**src/hw/rtl/bbu_pkg.sv**
```systemverilog
package bbu_pkg;

  localparam int BYTE_W    = 8;
  localparam int WORD_W    = 16;
  localparam int ADDR_W    = 19;
  localparam int TDATA_W   = 40;
  localparam int PAD_W     = TDATA_W - WORD_W - ADDR_W;
  localparam int CFG_W     = 11;
  localparam int CFG_IDX_W = 3;
  localparam int LEFT_W    = 7;
  localparam int REP_W     = 8;

  localparam int WPR_REG_W = 7;
  localparam int NP_REG_W  = 4;
  localparam int NR_REG_W  = 11;

  // register indexes
  localparam logic [CFG_IDX_W-1:0] REG_WORDS_PER_ROW    = 3'd0;
  localparam logic [CFG_IDX_W-1:0] REG_PLANE_COUNT      = 3'd1;
  localparam logic [CFG_IDX_W-1:0] REG_ROW_COUNT        = 3'd2;
  localparam logic [CFG_IDX_W-1:0] REG_COMPRESSED       = 3'd3;
  localparam logic [CFG_IDX_W-1:0] REG_KEEP_INTERLEAVED = 3'd4;

  localparam logic [WPR_REG_W-1:0] RST_WORDS_PER_ROW = 7'd20;
  localparam logic [NP_REG_W-1:0]  RST_PLANE_COUNT   = 4'd5;
  localparam logic [NR_REG_W-1:0]  RST_ROW_COUNT     = 11'd256;

  // header -128: no operation
  localparam logic [BYTE_W-1:0] HDR_NOP = 8'h80;

  typedef enum logic [1:0] {
    PH_HEADER,
    PH_LITERAL,
    PH_RUN
  } phase_t;

  typedef enum logic [2:0] {
    S_IDLE,
    S_TOT1,
    S_TOT2,
    S_PUT,
    S_MPL,
    S_MRW,
    S_EMIT
  } state_t;

  typedef struct packed {
    logic compressed;
    logic keep_interleaved;
  } mode_t;

endpackage

```
**src/hw/rtl/bbu_cfg.sv**
```systemverilog
// Register bank with range clamping of the geometry registers.
module bbu_cfg #(
  parameter int MAX_WORDS_PER_ROW = 64,
  parameter int MAX_PLANES        = 8,
  parameter int MAX_ROWS          = 1024,
  parameter int WPR_W             = 7,
  parameter int NP_W              = 4,
  parameter int NR_W              = 11
) (
  input  logic                          clk,
  input  logic                          rst_n,
  input  logic                          cfg_we,
  input  logic [bbu_pkg::CFG_IDX_W-1:0] cfg_index,
  input  logic [bbu_pkg::CFG_W-1:0]     cfg_data,
  output logic [WPR_W-1:0]              wpr,
  output logic [NP_W-1:0]               np,
  output logic [NR_W-1:0]               nr,
  output bbu_pkg::mode_t                mode
);

  logic [bbu_pkg::WPR_REG_W-1:0] wpr_r;
  logic [bbu_pkg::NP_REG_W-1:0]  np_r;
  logic [bbu_pkg::NR_REG_W-1:0]  nr_r;
  bbu_pkg::mode_t                mode_r;

  always_ff @(posedge clk) begin
    if (!rst_n) begin
      wpr_r                   <= bbu_pkg::RST_WORDS_PER_ROW;
      np_r                    <= bbu_pkg::RST_PLANE_COUNT;
      nr_r                    <= bbu_pkg::RST_ROW_COUNT;
      mode_r.compressed       <= 1'b1;
      mode_r.keep_interleaved <= 1'b0;
    end else if (cfg_we) begin
      unique case (cfg_index)
        bbu_pkg::REG_WORDS_PER_ROW:    wpr_r <= cfg_data[bbu_pkg::WPR_REG_W-1:0];
        bbu_pkg::REG_PLANE_COUNT:      np_r  <= cfg_data[bbu_pkg::NP_REG_W-1:0];
        bbu_pkg::REG_ROW_COUNT:        nr_r  <= cfg_data[bbu_pkg::NR_REG_W-1:0];
        bbu_pkg::REG_COMPRESSED:       mode_r.compressed       <= cfg_data[0];
        bbu_pkg::REG_KEEP_INTERLEAVED: mode_r.keep_interleaved <= cfg_data[0];
        default: ;
      endcase
    end
  end

  // clamp to 1..MAX
  always_comb begin
    if (wpr_r == '0) begin
      wpr = WPR_W'(1);
    end else if (32'(wpr_r) > MAX_WORDS_PER_ROW) begin
      wpr = WPR_W'(MAX_WORDS_PER_ROW);
    end else begin
      wpr = WPR_W'(wpr_r);
    end

    if (np_r == '0) begin
      np = NP_W'(1);
    end else if (32'(np_r) > MAX_PLANES) begin
      np = NP_W'(MAX_PLANES);
    end else begin
      np = NP_W'(np_r);
    end

    if (nr_r == '0) begin
      nr = NR_W'(1);
    end else if (32'(nr_r) > MAX_ROWS) begin
      nr = NR_W'(MAX_ROWS);
    end else begin
      nr = NR_W'(nr_r);
    end
  end

  assign mode = mode_r;

endmodule

```
**src/hw/rtl/bitplane_body_unpack.sv**
```systemverilog
// Channel  | Dir | Ports                                     | Contents
// ---------+-----+-------------------------------------------+----------------------------------
// in       | in  | in_tvalid/in_tready/in_tdata/in_tlast     | body byte, tlast = end of chunk
// out      | out | out_tvalid/out_tready/out_tdata/out_tlast | word + address, tlast = image done
// cfg      | in  | cfg_we/cfg_index/cfg_data                 | register writes, no read-back
//
// One request at a time. A header byte is only decoded. A data byte is
// accepted, then plane size and image size are formed on the shared
// multiplier; each byte of the request is then held or dropped, or paired
// into a word (plane and row offsets on the multiplier, then emit).
// Synchronous reset restores register defaults and
// clears decode state. A stalled out channel holds the sequencer in emit only.
module bitplane_body_unpack #(
  parameter int MAX_WORDS_PER_ROW = 64,
  parameter int MAX_PLANES        = 8,
  parameter int MAX_ROWS          = 1024
) (
  input  logic                          clk,
  input  logic                          rst_n,
  // input stream
  input  logic                          in_tvalid,
  output logic                          in_tready,
  input  logic [bbu_pkg::BYTE_W-1:0]    in_tdata,   // [7:0] body_byte
  input  logic                          in_tlast,   // chunk_end
  // result stream
  output logic                          out_tvalid,
  input  logic                          out_tready,
  output logic [bbu_pkg::TDATA_W-1:0]   out_tdata,  // [15:0] out_word, [34:16] out_address
  output logic                          out_tlast,  // image_done
  // configuration
  input  logic                          cfg_we,
  input  logic [bbu_pkg::CFG_IDX_W-1:0] cfg_index,
  input  logic [bbu_pkg::CFG_W-1:0]     cfg_data
);

  // clamped geometry widths
  localparam int WPR_W = $clog2(MAX_WORDS_PER_ROW + 1);
  localparam int NP_W  = $clog2(MAX_PLANES + 1);
  localparam int NR_W  = $clog2(MAX_ROWS + 1);
  // position counter widths
  localparam int COL_W = (MAX_WORDS_PER_ROW > 1) ? $clog2(MAX_WORDS_PER_ROW) : 1;
  localparam int PL_W  = (MAX_PLANES > 1) ? $clog2(MAX_PLANES) : 1;
  localparam int ROW_W = (MAX_ROWS > 1) ? $clog2(MAX_ROWS) : 1;
  // products
  localparam int P_W   = WPR_W + NR_W;           // words per plane
  localparam int TOT_W = P_W + NP_W;             // words per image
  localparam int RA_W  = WPR_W + ROW_W;          // row offset
  localparam int MB_W  = (NR_W > NP_W) ? NR_W : NP_W;
  localparam int MY_W  = P_W + MB_W;
  localparam int SUM_W = ((TOT_W > bbu_pkg::ADDR_W) ? TOT_W : bbu_pkg::ADDR_W) + 1;

  logic [WPR_W-1:0] wpr;
  logic [NP_W-1:0]  np;
  logic [NR_W-1:0]  nr;
  bbu_pkg::mode_t   mode;

  bbu_cfg #(
    .MAX_WORDS_PER_ROW (MAX_WORDS_PER_ROW),
    .MAX_PLANES        (MAX_PLANES),
    .MAX_ROWS          (MAX_ROWS),
    .WPR_W             (WPR_W),
    .NP_W              (NP_W),
    .NR_W              (NR_W)
  ) u_cfg (
    .clk       (clk),
    .rst_n     (rst_n),
    .cfg_we    (cfg_we),
    .cfg_index (cfg_index),
    .cfg_data  (cfg_data),
    .wpr       (wpr),
    .np        (np),
    .nr        (nr),
    .mode      (mode)
  );

  // sequencer and decode state
  bbu_pkg::state_t               state_r, state_nxt;
  bbu_pkg::phase_t               phase_r, phase_nxt;
  logic [bbu_pkg::LEFT_W-1:0]    left_r, left_nxt;
  logic [bbu_pkg::BYTE_W-1:0]    held_byte_r, held_byte_nxt;
  logic                          held_valid_r, held_valid_nxt;
  logic [COL_W-1:0]              col_r, col_nxt;
  logic [PL_W-1:0]               plane_r, plane_nxt;
  logic [ROW_W-1:0]              row_r, row_nxt;
  logic [TOT_W-1:0]              ww_r, ww_nxt;
  // current request
  logic [bbu_pkg::BYTE_W-1:0]    byte_r, byte_nxt;
  logic [bbu_pkg::REP_W-1:0]     reps_r, reps_nxt;
  logic                          last_r, last_nxt;
  // multiplier results
  logic [P_W-1:0]                p_r, p_nxt;
  logic [TOT_W-1:0]              total_r, total_nxt;
  logic [TOT_W-1:0]              pa_r, pa_nxt;
  logic [RA_W-1:0]               ra_r, ra_nxt;
  // output register
  logic                          out_valid_r, out_valid_nxt;
  logic [bbu_pkg::WORD_W-1:0]    out_word_r, out_word_nxt;
  logic [bbu_pkg::ADDR_W-1:0]    out_addr_r, out_addr_nxt;
  logic                          out_last_r, out_last_nxt;

  // shared multiplier
  logic [P_W-1:0]  mul_a;
  logic [MB_W-1:0] mul_b;
  logic [MY_W-1:0] mul_y;

  always_comb begin
    unique case (state_r)
      bbu_pkg::S_TOT1: begin
        mul_a = P_W'(wpr);
        mul_b = MB_W'(nr);
      end
      bbu_pkg::S_TOT2: begin
        mul_a = p_r;
        mul_b = MB_W'(np);
      end
      bbu_pkg::S_MPL: begin
        mul_a = p_r;
        mul_b = MB_W'(plane_r);
      end
      bbu_pkg::S_MRW: begin
        mul_a = P_W'(wpr);
        mul_b = MB_W'(row_r);
      end
      default: begin
        mul_a = '0;
        mul_b = '0;
      end
    endcase
    mul_y = MY_W'(mul_a) * MY_W'(mul_b);
  end

  logic                         accept;
  logic                         step_done;
  logic                         out_free;
  logic [SUM_W-1:0]             planar_addr;
  logic [SUM_W-1:0]             linear_addr;
  logic [COL_W:0]               col_inc;
  logic [PL_W:0]                plane_inc;
  logic [ROW_W:0]               row_inc;
  logic [bbu_pkg::REP_W-1:0]    reps_in;

  assign in_tready   = (state_r == bbu_pkg::S_IDLE);
  assign accept      = in_tvalid && in_tready;
  assign out_free    = !out_valid_r || out_tready;
  assign planar_addr = SUM_W'(pa_r) + SUM_W'(ra_r) + SUM_W'(col_r);
  assign linear_addr = SUM_W'(ww_r);
  assign col_inc     = (COL_W+1)'(col_r) + (COL_W+1)'(1);
  assign plane_inc   = (PL_W+1)'(plane_r) + (PL_W+1)'(1);
  assign row_inc     = (ROW_W+1)'(row_r) + (ROW_W+1)'(1);

  always_comb begin
    state_nxt      = state_r;
    phase_nxt      = phase_r;
    left_nxt       = left_r;
    held_byte_nxt  = held_byte_r;
    held_valid_nxt = held_valid_r;
    col_nxt        = col_r;
    plane_nxt      = plane_r;
    row_nxt        = row_r;
    ww_nxt         = ww_r;
    byte_nxt       = byte_r;
    reps_nxt       = reps_r;
    last_nxt       = last_r;
    p_nxt          = p_r;
    total_nxt      = total_r;
    pa_nxt         = pa_r;
    ra_nxt         = ra_r;
    out_valid_nxt  = out_valid_r && !out_tready;
    out_word_nxt   = out_word_r;
    out_addr_nxt   = out_addr_r;
    out_last_nxt   = out_last_r;
    step_done      = 1'b0;
    reps_in        = '0;

    unique case (state_r)
      bbu_pkg::S_IDLE: begin
        if (accept) begin
          if (!mode.compressed) begin
            reps_in = bbu_pkg::REP_W'(1);
          end else begin
            unique case (phase_r)
              bbu_pkg::PH_LITERAL: begin
                reps_in = bbu_pkg::REP_W'(1);
                if (left_r == '0) begin
                  phase_nxt = bbu_pkg::PH_HEADER;
                end else begin
                  left_nxt = left_r - bbu_pkg::LEFT_W'(1);
                end
              end
              bbu_pkg::PH_RUN: begin
                reps_in   = bbu_pkg::REP_W'(left_r) + bbu_pkg::REP_W'(1);
                left_nxt  = '0;
                phase_nxt = bbu_pkg::PH_HEADER;
              end
              default: begin
                // header byte: literal count, run count or no-op
                phase_nxt = bbu_pkg::PH_HEADER;
                if (in_tdata < bbu_pkg::HDR_NOP) begin
                  left_nxt  = in_tdata[bbu_pkg::LEFT_W-1:0];
                  phase_nxt = bbu_pkg::PH_LITERAL;
                end else if (in_tdata > bbu_pkg::HDR_NOP) begin
                  left_nxt  = bbu_pkg::LEFT_W'(bbu_pkg::BYTE_W'(0) - in_tdata);
                  phase_nxt = bbu_pkg::PH_RUN;
                end
              end
            endcase
          end
          byte_nxt = in_tdata;
          reps_nxt = reps_in;
          last_nxt = in_tlast;
          if (reps_in != '0) begin
            state_nxt = bbu_pkg::S_TOT1;
          end else if (in_tlast) begin
            phase_nxt      = bbu_pkg::PH_HEADER;
            left_nxt       = '0;
            held_byte_nxt  = '0;
            held_valid_nxt = 1'b0;
            col_nxt        = '0;
            plane_nxt      = '0;
            row_nxt        = '0;
            ww_nxt         = '0;
          end
        end
      end

      bbu_pkg::S_TOT1: begin
        p_nxt     = P_W'(mul_y);
        state_nxt = bbu_pkg::S_TOT2;
      end

      bbu_pkg::S_TOT2: begin
        total_nxt = TOT_W'(mul_y);
        state_nxt = bbu_pkg::S_PUT;
      end

      bbu_pkg::S_PUT: begin
        if (!held_valid_r) begin
          held_byte_nxt  = byte_r;
          held_valid_nxt = 1'b1;
          step_done      = 1'b1;
        end else if (ww_r >= total_r) begin
          // image full: drop the word
          ww_nxt         = total_r;
          held_valid_nxt = 1'b0;
          step_done      = 1'b1;
        end else begin
          state_nxt = bbu_pkg::S_MPL;
        end
      end

      bbu_pkg::S_MPL: begin
        pa_nxt    = TOT_W'(mul_y);
        state_nxt = bbu_pkg::S_MRW;
      end

      bbu_pkg::S_MRW: begin
        ra_nxt    = RA_W'(mul_y);
        state_nxt = bbu_pkg::S_EMIT;
      end

      bbu_pkg::S_EMIT: begin
        if (out_free) begin
          out_valid_nxt  = 1'b1;
          out_word_nxt   = {held_byte_r, byte_r};
          out_addr_nxt   = mode.keep_interleaved ? linear_addr[bbu_pkg::ADDR_W-1:0]
                                                 : planar_addr[bbu_pkg::ADDR_W-1:0];
          out_last_nxt   = (ww_r + TOT_W'(1)) == total_r;
          ww_nxt         = ww_r + TOT_W'(1);
          held_valid_nxt = 1'b0;
          step_done      = 1'b1;
          // column, then plane, then row
          if (col_inc >= (COL_W+1)'(wpr)) begin
            col_nxt = '0;
            if (plane_inc >= (PL_W+1)'(np)) begin
              plane_nxt = '0;
              if (row_inc >= (ROW_W+1)'(nr)) begin
                row_nxt = '0;
              end else begin
                row_nxt = row_inc[ROW_W-1:0];
              end
            end else begin
              plane_nxt = plane_inc[PL_W-1:0];
            end
          end else begin
            col_nxt = col_inc[COL_W-1:0];
          end
        end
      end

      default: begin
        state_nxt = bbu_pkg::S_IDLE;
      end
    endcase

    if (step_done) begin
      reps_nxt = reps_r - bbu_pkg::REP_W'(1);
      if (reps_r == bbu_pkg::REP_W'(1)) begin
        state_nxt = bbu_pkg::S_IDLE;
        if (last_r) begin
          phase_nxt      = bbu_pkg::PH_HEADER;
          left_nxt       = '0;
          held_byte_nxt  = '0;
          held_valid_nxt = 1'b0;
          col_nxt        = '0;
          plane_nxt      = '0;
          row_nxt        = '0;
          ww_nxt         = '0;
        end
      end else begin
        state_nxt = bbu_pkg::S_PUT;
      end
    end
  end

  // control state
  always_ff @(posedge clk) begin
    if (!rst_n) begin
      state_r      <= bbu_pkg::S_IDLE;
      phase_r      <= bbu_pkg::PH_HEADER;
      left_r       <= '0;
      held_valid_r <= 1'b0;
      col_r        <= '0;
      plane_r      <= '0;
      row_r        <= '0;
      ww_r         <= '0;
      reps_r       <= '0;
      last_r       <= 1'b0;
      out_valid_r  <= 1'b0;
    end else begin
      state_r      <= state_nxt;
      phase_r      <= phase_nxt;
      left_r       <= left_nxt;
      held_valid_r <= held_valid_nxt;
      col_r        <= col_nxt;
      plane_r      <= plane_nxt;
      row_r        <= row_nxt;
      ww_r         <= ww_nxt;
      reps_r       <= reps_nxt;
      last_r       <= last_nxt;
      out_valid_r  <= out_valid_nxt;
    end
  end

  // payload
  always_ff @(posedge clk) begin
    held_byte_r <= held_byte_nxt;
    byte_r      <= byte_nxt;
    p_r         <= p_nxt;
    total_r     <= total_nxt;
    pa_r        <= pa_nxt;
    ra_r        <= ra_nxt;
    out_word_r  <= out_word_nxt;
    out_addr_r  <= out_addr_nxt;
    out_last_r  <= out_last_nxt;
  end

  assign out_tvalid = out_valid_r;
  assign out_tdata  = {{bbu_pkg::PAD_W{1'b0}}, out_addr_r, out_word_r};
  assign out_tlast  = out_last_r;

endmodule

```
**config.mk**
```make
export PLATFORM = sky130hd
export DESIGN_NAME = bitplane_body_unpack
export DESIGN_NICKNAME = d
export VERILOG_FILES = /design/src/hw/rtl/bbu_pkg.sv /design/src/hw/rtl/bbu_cfg.sv /design/src/hw/rtl/bitplane_body_unpack.sv
export SDC_FILE = /design/constraint.sdc
export NUM_CORES = 1
export LEC_CHECK = 0
export BUFFER_PORTS_ARGS = -buffer_cell sky130_fd_sc_hd__clkbuf_2
export CAP_MARGIN = 40
export CORE_ASPECT_RATIO = 0.75
export CORE_MARGIN = 1
export CORE_UTILIZATION = 35
export CTS_CLUSTER_DIAMETER = 150
export DETAILED_ROUTE_END_ITERATION = 12
export REMOVE_ABC_BUFFERS = 1
export SETUP_SLACK_MARGIN = 0.02
export SYNTH_ARGS = -nofsm -noshare
export SYNTH_HDL_FRONTEND = slang
export SYNTH_HIERARCHICAL = 1
export SYNTH_SLANG_ARGS = --single-unit
```
**constraint.sdc**
```tcl
create_clock -name clk -period 9.3 [get_ports clk]
set_clock_uncertainty 0.05 [all_clocks]
set_input_delay 0 -clock clk [delete_from_list [all_inputs] [get_ports clk]]
set_output_delay 0 -clock clk [all_outputs]
set_load 0.02 [all_outputs]
```
==> metrics.md <==
| Metric | Value |
|---|---|
| Most common cell in the synthesized netlist | inv_1 |
| Worst setup EP type | flop |
| Status | completed |
| Layout area overhead | 13.1% |
| Syn avg cell area | 9.35 um2 |
| Post-synth top area cell | edfxtp_1 |
| CTS Buffer Depth | 3 |
| Seq/Total Area, Yosys | 32.0% |
| Max Fanout on Critical Path | 25 |
| Final period util | 81.1% |
| Io pins | 71 |
| Dpl cells | 2547 |
| Post-CTS Resized | 0 |
| Final core occ | 40.1% |
| Number of port buffers | 65 |
| Placement Cell Area | 18400 um2 |
| First-pass GRT wire length | 73600 um |
| Critical-path cell list | xor2_1 -> nand2_1 -> o21ai_0 -> nand2_1 -> fa_1 -> fa_1 -> fa_1 -> inv_1 -> fa_1 -> inv_1 -> fa_1 -> inv_1 -> ha_1 -> o21ai_0 -> nor2_1 -> o22ai_1 -> o21ai_0 -> o211ai_1 -> o21ai_0 -> o41a_1 -> xor2_1 |
| Worst Hold Class | input pin to flop |
| Post-synthesis instance total | 1847 |
| Mapped cell area | 17300 um2 |
| Num CTS Buffers | 24 |
| Max stage delay cell, worst path | dfxtp_1 |
| Highest clock rate | 133 MHz |
| # clock sinks | 216 |
| Routed Antenna Nets | 0 |
| Main synth FF type | edfxtp_1 |
| Most Frequent Cell on Critical Path | fa_1 |
| Final hold slack | 0.168 ns |
| Pre-antenna DRT Iters | 7 |
| Max incr delay on CP | 0.92 ns |
| Gr ovfl total | 0 |
| Power density over cell area | 176 nW/um2 |
| Initial antenna violation count | 0 |
| Post-CTS Setup Repair Bufs | 0 |
| Die height | 194 um |
| Starting Density | 35.4% |
| Largest net degree at the start of global routing | 45 |
| CP required | 9.54 ns |
| Core box area | 48700 um2 |
| DR vias/cell | 5.17 |
| CP Class | flop to flop |
| Clock latency on the worst-skew pair | 0.55 ns |
| Root Buffer | clkbuf_16 |
| Max rail drop VDD | 0.000121 V |
| Post-synth top area share | 20.9% |
| Post-synth ARST share | 0% |
| Fin nets | 2243 |
| CTS clk-pin slew, worst paths | 0.06 ns |
| Die Wd | 258 um |
| Leakage | 8.02 nW |
| TritonCTS clock tree | done |
| Synth unique cells | 83 |
| Cts-stage hold buffer count | 33 |
| Die ar. | 50200 um2 |
| Final min period | 7.54 ns |
| Synthesis Warnings | 6 |
| Final Cell Area | 19500 um2 |
| Pre-CTS setup slack | 1.91 ns |
| Max Slew Vio Count | 0 |
| Total number of vias | 13600 |
| Rel. slew slack | 34.8% |
| Detailed Route WL | 45200 um |
| # setup viols final | 0 |
| Overall Power | 3.44 mW |
| Post-DP HPWL | 34600 um |
| Crit path DAT | 7.78 ns |
| Layout cells sized above 1 | 7.95% |
| Vias in the first global route | 13400 |
| RSZ-0062 raised after global routing | false |
| Avg WL per Cell | 17.2 um |
| Residual DRC | 0 |
| Initial DRC count | 934 |
| Post-synth top cells | 220 x inv_1, 177 x nand2_1, 160 x nor2_1 |
| EDFF count, synth | 120 |
| Worst-Margin Slew | 0.968 ns |
| Multi-input logic area | 10700 um2 |
| Sequential cell area | 5530 um2 |
| Max Cap Viol | 0 |
| GP Congestion | 0.925 |
| Fin. Hold Viols | 0 |
| Final worst slack | 1.76 ns |
| Filler cells | 4901 |
| Critical path startpoint category | flop |
| Top cells by area, synth | edfxtp_1 21%, fa_1 15%, dfxtp_1 11%, ha_1 9.1%, inv_1 4.8% |
| Non-filler cells in the finished layout | 2625 |
| GRT Util Overall | 18.3% |
| # H-tree levels | 1 |
| Setup TNS | 0 ns |
| Post-synthesis register bit count | 216 |
| # rows | 70 |
## final timing paths
kind,startpoint,endpoint,slack (ns),depth (start not counted)
setup / recovery,state_r[2],total_r[20],1.76,21
hold / removal,in_tdata[0],byte_r[0],0.17,2
setup reg to reg,state_r[2],total_r[20],1.76,21
hold reg to reg,held_byte_r[7],out_word_r[15],0.38,0
## routing by layer
layer	part of all wire [%]	vias to the layer above	wire, um	track usage [%]
li1	-	6512	-	-
met2	42	441	19200	27.6
met1	49	6582	22100	27.7
met4	1.4	0	648	2.83
met3	7.3	48	3290	3.00
met5	0	-	0	0
## cell type report
class / count / share of cell area [%]
Antenna cell: 1 / 0.0128
Clock buffer: 27 / 3.13
Clock inverter: 17 / 0.955
Inverter: 222 / 4.27
Multi-Input combinational cell: 1376 / 55.0
Sequential cell: 216 / 28.3
Tap cell: 648 / 4.15
Timing Repair Buffer: 118 / 4.21
## state kept, by name, indices dropped and copies added, names as in the netlist, 8 cells and up
signal and flops:
total_r 22, ww_r 22, out_addr_r 19, pa_r 19
p_r 18, ra_r 17, out_word_r 16, u_cfg/nr_r 11
row_r 10, byte_r 8, held_byte_r 8, reps_r 8
## cells in the final DEF (no fill, tap or decap), types with 54 or more instances in the layout
| cell | Yosys | routed |
|---|---|---|
| xnor2_1 | 60 | 60 |
| nand3_1 | 85 | 85 |
| inv_1 | 220 | 220 |
| o21ai_0 | 59 | 59 |
| edfxtp_1 | 120 | 120 |
| a21oi_1 | 79 | 79 |
| nor2_1 | 160 | 158 |
| conb_1 | 2 | 54 |
| ha_1 | 126 | 126 |
| fa_1 | 131 | 131 |
| clkbuf_2 | 0 | 65 |
| dfxtp_1 | 96 | 96 |
| nand2_1 | 177 | 177 |
## report_power, final
part	internal, mW	leakage, nW	switching (mW)
combinational	0.417	5.79	0.764
sequential	1.17	1.86	0.116
clock	0.561	0.368	0.415
## logic make-up after synthesis
logic type               share of synthesized area, %
XOR/XNOR                                         4.77
AND/OR/NAND/NOR                                  16.9
multiplexers                                     1.42
buffers and inverters                            7.09
other                                          0.0435
adder cells (fa/ha/maj)                          24.3
flip-flops                                       32.0
AO/OA/AOI/OAI                                    13.4
## worst max-delay path: cells and delay by family (launching register included)
family | cells | cell delay (ns)
AO/OA/AOI/OAI | 7 | 2.17
flip-flops | 1 | 0.92
adder cells (fa/ha/maj) | 6 | 2.93
XOR/XNOR | 2 | 0.65
AND/OR/NAND/NOR | 3 | 0.39
buffers and inverters | 3 | 0.16
(Power assumes the default switching activity.)
